### src/rtl/core/vpa_pkg.sv
`default_nettype none
package vpa_pkg;

  typedef enum logic [1:0] {
    ST_OK      = 2'd0,
    ST_NOFIT   = 2'd1,
    ST_UNKNOWN = 2'd2,
    ST_FULL    = 2'd3
  } status_t;

  typedef enum logic [1:0] {
    FIT_WORST = 2'd0,
    FIT_BEST  = 2'd1,
    FIT_FIRST = 2'd2,
    FIT_SPARE = 2'd3
  } fit_t;

  localparam logic CFG_FIT_POLICY = 1'b0;
  localparam logic CFG_SPLIT      = 1'b1;
  localparam logic FUNC_ALLOC     = 1'b0;
  localparam logic FUNC_RELEASE   = 1'b1;

  typedef struct packed {
    logic        func;
    logic [15:0] request_size;
    logic [15:0] block_id;
  } in_word_t;

  typedef struct packed {
    logic [1:0]  status;
    logic [14:0] granted_address;
    logic [15:0] granted_length;
    logic [15:0] granted_id;
  } out_word_t;

  // One table entry; addresses and lengths carry five bits of headroom over the 16-bit request fields.
  typedef struct packed {
    logic        valid;
    logic        used;
    logic [20:0] start;
    logic [20:0] length;
    logic [15:0] tag;
  } entry_t;

  typedef enum logic [2:0] {
    S_IDLE,
    S_SCAN,
    S_DECIDE,
    S_MERGE,
    S_WRITE,
    S_DONE
  } state_t;

  // Controller commands to the cells for one rotation step.
  typedef struct packed {
    logic shift;
  } cell_ctl_t;

endpackage
`default_nettype wire

### src/rtl/core/vpa_cell.sv
`default_nettype none
module vpa_cell (
  input  wire logic             clk,
  input  wire logic             rst_n,
  input  wire logic             init_valid,
  input  vpa_pkg::entry_t       init_entry,
  input  vpa_pkg::cell_ctl_t    ctl,
  input  wire logic             load,
  input  vpa_pkg::entry_t       load_entry,
  input  vpa_pkg::entry_t       prev_entry,
  output vpa_pkg::entry_t       entry
);
  import vpa_pkg::*;

  entry_t entry_r;
  entry_t entry_nxt;
  entry_t entry_init;

  always_comb begin
    entry_init       = init_entry;
    entry_init.valid = init_valid;
  end

  always_comb begin
    entry_nxt = entry_r;
    if (load) begin
      entry_nxt = load_entry;
    end else if (ctl.shift) begin
      entry_nxt = prev_entry;
    end
  end

  always_ff @(posedge clk) begin
    if (!rst_n) begin
      entry_r <= entry_init;
    end else begin
      entry_r <= entry_nxt;
    end
  end

  assign entry = entry_r;

endmodule
`default_nettype wire

### config.mk
export PLATFORM = sky130hd
export DESIGN_NAME = vpa_cell
export DESIGN_NICKNAME = d
export VERILOG_FILES = /design/src/rtl/core/vpa_pkg.sv /design/src/rtl/core/vpa_cell.sv
export SDC_FILE = /design/constraint.sdc
export NUM_CORES = 1
export LEC_CHECK = 0
export ABC_AREA = 0
export BUFFER_PORTS_ARGS = -buffer_cell sky130_fd_sc_hd__buf_4
export CAP_MARGIN = 30
export CORE_UTILIZATION = 30
export DETAILED_ROUTE_END_ITERATION = 6
export GPL_ROUTABILITY_DRIVEN = 0
export PLACE_DENSITY = 0.65
export SLEW_MARGIN = 10
export SYNTH_ARGS = -nofsm -noshare
export SYNTH_HDL_FRONTEND = slang
export SYNTH_SLANG_ARGS = --single-unit
### constraint.sdc
create_clock -name clk -period 1.8 [get_ports clk]
set_input_delay 0.36 -clock clk [delete_from_list [all_inputs] [get_ports clk]]
set_output_delay 0.36 -clock clk [all_outputs]
set_load 0.05 [all_outputs]
Word level (Yosys, flattened, before mapping):

Cells that the tools add are included.

* register bits: 60
* input port bits: 185
* word-level logic and storage cells: 9

* eq/ne operators: 1
* mux-type cells: 3

Operator list (number)
* 60-bit 2-to-1 mux: 3
* 3-bit by 1-bit != test with 1-bit output, second input constant: 1

Logic depth before layout (Yosys ltp):

Gate-level depths: netlist of the first run.

* word-level depth: 3
* depth in mapped cells: 4
* mapped depth without buffers: 2

Worst setup path before layout of the first run:

Ideal clock, no wire load.

* kind: input-to-reg
* start: input load
* end: register entry_r (netlist bit entry[0]) (enable)
* library setup time: 0.413 ns
* arrival: 1.393 ns
* slack: -0.005 ns
* cell stages on the path: 2
* buffers on the path: 1
* cells stage by stage: buf_6 > or3b_2

* longest elaborated chain between the ends: 1

RTL lines
* from (decl): line vpa_cell.sv:8 `input wire logic load,`
* 3-bit by 1-bit != test with 1-bit output (no source line)
* to (signal assigned): line vpa_cell.sv:35 `entry_r <= entry_init;`
* to (signal assigned): line vpa_cell.sv:37 `entry_r <= entry_nxt;`
* to (decl): line vpa_cell.sv:15 `entry_t entry_r;`

No other way between the ends.
A chain may end at the register's enable or synchronous reset.

Worst setup path in the final report of the first run:

* start: register entry_r (netlist bit entry[10])
* end: output entry[10] in the netlist's numbering

RTL lines
* to (decl): line vpa_cell.sv:11 `output vpa_pkg::entry_t entry`

No word-level cell between the ends.

==> impl_metrics.yaml, run 1 <==
route:
  drt_first_iter_violations: 97
  detail_route.first_pass.iterations: 4
  drt.antenna.violating_nets: 0
  viasPerCell: 4.50
  routed-via-count: 2872
  routed_wire_length_per_instance_um: 13.7
  routed_wl_um: 8770
  post-route-drc-count: 0
die:
  die_w_um: 104
  ios: 245
  coreArea_mm2: 0.00991
  rows: 36
  initial_util_pct: 31.3
  die-area_mm2: 0.0107
  die_h_um: 104
yosys:
  synth_cell_type_count: 9
  synth_area_leader_cell: "edfxtp_1"
  synth_warnings: 0
  syn_avg_cell_area_um2: 11.9
  yosys.area.top_type_share_pct: 58.1
  synth_compound_area_share_pct: 9.69
  synthesis.area_mm2: 0.00310
  synth-simple-area-share_pct: 7.55
  synth_top_family_by_area: "multiplexers"
  synth_sequential_area_ratio_pct: 58.1
  yosys_register_bits: 60
  synth_fa_ha_area_share_pct: 0
  syn_inst: 261
  yosys-mux-area-fraction_pct: 19.4
  synth_fp_nets: 446
  synth_xor_xnor_area_share_pct: 0
  yosys-top-cells-area: "edfxtp_1 (58%), mux2i_1 (19%), a21oi_1 (9.7%)"
placed_design:
  portBuffers: 243
  detailed_place.area_mm2: 0.00500
  detailed_place_hpwl_um: 6660
clock_network:
  cts-htree-levels: 3
  clock_tree_from_tritoncts: "built"
  hold_bufs_at_cts: 0
  clock_sinks: 60
  ctsResizeCount: 0
  post_cts.repair.setup_buffers: 0
  cts-root-buf: "clkbuf_8"
  cts-root-to-sink-buffers: 2
  cts_inserted_buffers: 9
  clk_pin_slew_worst_paths_ns: 0.07
global_route:
  antenna_found_initial: 0
  global_route_wire_length_before_repair_um: 14000
  first_global_vias: 2928
  grtUsageTotal_pct: 16.5
  gr-total-overflow: 0
  pin_count_of_the_biggest_net_entering_global_routing: 121
setup_path:
  endpoint_kind: "output pin"
  timing.critical_path.buf_inv: 1
  worst-path-stages: 1
  critical_path.startpoint_type: "flop"
  setup.worst_path.start: "entry[10]"
  crit_path_capture: "entry[10]"
  worst_path_dominant_cell_family: "flip-flops"
  worst_ep_arrival_time_ns: 0.91
  crit_path_max_fanout: 1
  critical_path.cell_chain: "buf_4"
  cpMaxStageDelayCell: "edfxtp_1"
  setup.worst_path.class: "flop to output pin"
  critical_path.max_stage_delay_ns: 0.38
  worst_ep_required_time_ns: 1.44
sta:
  layout_worst_path_cycle_share_pct: 70.4
  timing.final.hold_violations: 0
  tns_ns: 0
  worst-slew-pin-transition_ns: 0.460
  maxSlewViolCount: 0
  grt_setup_unrepaired: "no"
  max_slew_margin_pct: 69.4
  final-setup-viol-count: 0
  post_layout_min_period_ns: 1.27
  fmax_ghz: 0.789
job:
  maxCapViolCount: 0
hold_path:
  worst_hold_startpoint: "init_entry[43]"
  hold_path_class: "input pin to flop"
power_and_ir_drop:
  static-leakage-power_uw: 0.00246
  powerDensity_mw_per_mm2: 833
  power.ir.vdd_worst_mv: 0.433
cells_and_area:
  layout.cells.most_common: "buf_4"
  fillCellCount: 930
  final_area_mm2: 0.00519
  final_net_count: 685
  layout-drive-gt1-share_pct: 51.9
  antenna_cells: 0
  largest_reg_flops: 60
  layout-area-overhead-vs-synth_pct: 67.3
  mostFrequentLayoutCells: "buf_4 (245), mux2i_1 (60), nor2_1 (60), a21oi_1 (60), edfxtp_1 (60)"
status:
  status: "finished, final reports clean"
[synth_stat cells, drive strengths merged]
cell type	instances
mux2i	60
buf	18
clkbuf	2
edfxtp	60
a21oi	60
or3b	1
nor2	60
[stage by stage]
stage | instances | setup slack (ns) | power, uW | hold slack, ns | util [%]
floorplan | 261 | 0.318 | 2640 | 0.585 | -
global placement | 622 | 0.326 | 3220 | 0.675 | 50.5
detailed placement | 622 | 0.321 | 3240 | 0.682 | 50.5
CTS | 638 | 0.495 | 4390 | 0.324 | 52.3
global route | 638 | 0.477 | 4520 | 0.345 | 52.3
finish | 638 | 0.533 | 4320 | 0.349 | 52.3
[logic make-up (layout without fill, tap and decap cells)]
group                  count (synthesis)  count (layout)
multiplexers                          60              60
AO/OA/AOI/OAI                         60              60
AND/OR/NAND/NOR                       61              61
buffers and inverters                 20             264
flip-flops                            60              60
[power breakdown]
group          switching [uW]  total (uW)  internal, uW  leakage, uW
Clock                     501        1130           625    0.0000911
Combinational             859        1430           570      0.00176
Sequential               43.4        1770          1720     0.000612
Total                    1400        4320          2920      0.00246
[cell type report]
| type | instances | area, um2 | area share, % |
|---|---|---|---|
| Clock inverter | 6 | 55.1 | 1.06 |
| Clock buffer | 10 | 128 | 2.46 |
| Multi-Input combinational cell | 181 | 1140 | 21.9 |
| Timing Repair Buffer | 248 | 1900 | 36.6 |
| Tap cell | 133 | 166 | 3.21 |
| Sequential cell | 60 | 1800 | 34.7 |
[per-layer routing]
metal | up-vias | global-route usage [%] | part of all wire [%]
met4 | 0 | 8.16 | 2.0
met5 | - | 0 | 0
met2 | 154 | 29.3 | 51
met1 | 1265 | 17.7 | 38
li1 | 1437 | - | -
met3 | 16 | 5.41 | 9.6
[how the worst min path moves through the flow]
stage | cells past startpoint | slack [ns] | to
detailed placement | 3 | 0.68 | entry[2]
global route | 3 | 0.34 | entry[43]
CTS | 3 | 0.32 | entry[43]
floorplan | 2 | 0.59 | entry[0]
global placement | 3 | 0.68 | entry[19]
finish | 3 | 0.35 | entry[43]
No activity file was read; power rests on OpenSTA's default activity.
==> inputs of run 2 (changes only) <==
Clock period 1.8 ns to 1.1 ns, I/O delays scaled along.
==> impl_metrics.yaml, run 2 (synthesis gave the netlist of run 1 again) <==
clock_network:
  cts-root-buf: "clkbuf_8"
  clock_sinks: 60
  hold_bufs_at_cts: 0
  clock_tree_from_tritoncts: "built"
  cts-htree-levels: 3
  cts-root-to-sink-buffers: 2
  clk_pin_slew_worst_paths_ns: 0.07
  cts_inserted_buffers: 9
power_and_ir_drop:
  powerDensity_mw_per_mm2: 1290
  power.ir.vdd_worst_mv: 0.607
  total_power_uw: 7020
  static-leakage-power_uw: 0.00256
cells_and_area:
  fillCellCount: 868
  post-route-util_pct: 55.0
  final_net_count: 690
  final_std_cells_w_o_fill: 641
  layout-drive-gt1-share_pct: 52.2
  layout-area-overhead-vs-synth_pct: 75.8
  antenna_cells: 0
  layout.cells.most_common: "buf_4"
  largest_reg_flops: 60
setup_path:
  worst_ep_arrival_time_ns: 0.91
  cpMaxStageDelayCell: "edfxtp_1"
  timing.critical_path.buf_inv: 1
  critical_path.max_stage_delay_ns: 0.42
  setup.worst_path.class: "flop to output pin"
  worst_path_dominant_cell_family: "flip-flops"
  crit_path_max_fanout: 1
  worst_ep_required_time_ns: 0.88
  endpoint_kind: "output pin"
  critical_path.startpoint_type: "flop"
  critical_path.cell_chain: "buf_6"
die:
  ios: 245
  die-area_mm2: 0.0107
  die_w_um: 104
  coreArea_mm2: 0.00991
  die_h_um: 104
  initial_util_pct: 31.3
  rows: 36
sta:
  finalHoldWorstSlack_ns: 0.211
  maxSlewViolCount: 0
  fmax_ghz: 0.888
  timing.final.hold_violations: 0
  post_layout_min_period_ns: 1.13
  layout_worst_path_cycle_share_pct: 102
  final-setup-viol-count: 7
  setup_slack_ns: -0.0259
  max_slew_margin_pct: 81.2
  worst-slew-pin-transition_ns: 0.282
  grt_setup_unrepaired: "yes"
hold_path:
  worst_hold_path.num_cells: 3
  hold_path_end: "entry[46]"
  hold_path_class: "input pin to flop"
  worst_hold_startpoint: "init_entry[46]"
global_route:
  first_global_vias: 2822
  grtUsageMet2_pct: 28.9
  global_route_wire_length_before_repair_um: 13900
  grtUsageMet1_pct: 18.4
  global_route.peak_usage_layer: "met2"
  globalRouteMet3Util_pct: 4.97
  grtUsageTotal_pct: 16.5
  antenna_found_initial: 0
  gr-total-overflow: 0
  pin_count_of_the_biggest_net_entering_global_routing: 69
route:
  drt_first_iter_violations: 73
  drt.antenna.violating_nets: 0
  routed_wl_um: 8830
  viasPerCell: 4.46
  routed_wire_length_per_instance_um: 13.8
  routed-via-count: 2859
  post-route-drc-count: 0
  detail_route.first_pass.iterations: 4
placed_design:
  detailed_place_hpwl_um: 6720
  portBuffers: 243
  dp.cells: 627
status:
  violations: "setup timing"
  status: "finished, violations left"
job:
  maxCapViolCount: 0
==> run 2: power breakdown <==
group	switching (uW)	total [uW]	internal (uW)
registers	121	2950	2830
clock network	790	1550	760
logic	1410	2520	1110
==> run 2: stage by stage <==
step                TNS, ns  setup slack (ns)  cell area [um2]
floorplan            -12.72            -0.212             3110
global placement     -10.35            -0.212             5080
detailed placement   -11.62            -0.227             5080
CTS                  -0.862           -0.0614             5450
global route          -2.14           -0.0701             5450
finish              -0.0884           -0.0259             5450
==> run 2: per-layer routing <==
layer | up-vias | part of all wire (%)
met4 | 0 | 2.1
met1 | 1247 | 38
met2 | 146 | 51
met5 | - | 0
met3 | 15 | 8.1
li1 | 1451 | -
==> run 2: layout make-up <==
class / count / area, um2 / area share (%)
multi-input cells: 181 / 1140 / 20.9
repair buffers: 253 / 2200 / 40.4
flip-flops and latches: 60 / 1800 / 33.1
clock inverters: 5 / 21.3 / 0.390
clock buffers: 9 / 124 / 2.27
well taps: 133 / 166 / 3.05
==> run 2: worst min-delay path, cell delays in order <==
cell	delay (ns)
buf_4	0.07
nor2_1	0.03
a21oi_1	0.09
==> run 2: worst max path at each step <==
| stage | from | endpoint | slack, ns | cells past startpoint |
|---|---|---|---|---|
| detailed placement | load | entry[40] | -0.23 | 4 |
| global route | entry[48] | entry[48] | -0.07 | 1 |
| global placement | load | entry[40] | -0.21 | 4 |
| CTS | entry[48] | entry[48] | -0.06 | 1 |
| finish | entry[48] | entry[48] | -0.03 | 1 |
| floorplan | load | entry[0] | -0.21 | 2 |
==> run 2: repair_timing <==
| action | 4_1_cts | 5_1_grt |
|---|---|---|
| endpoints found under the setup margin | 60 | 60 |
| pin swaps | 0 | 0 |
| resized for setup | 60 | 0 |
| buffers inserted | 0 | 0 |
| endpoints found under the hold margin | 0 | 0 |
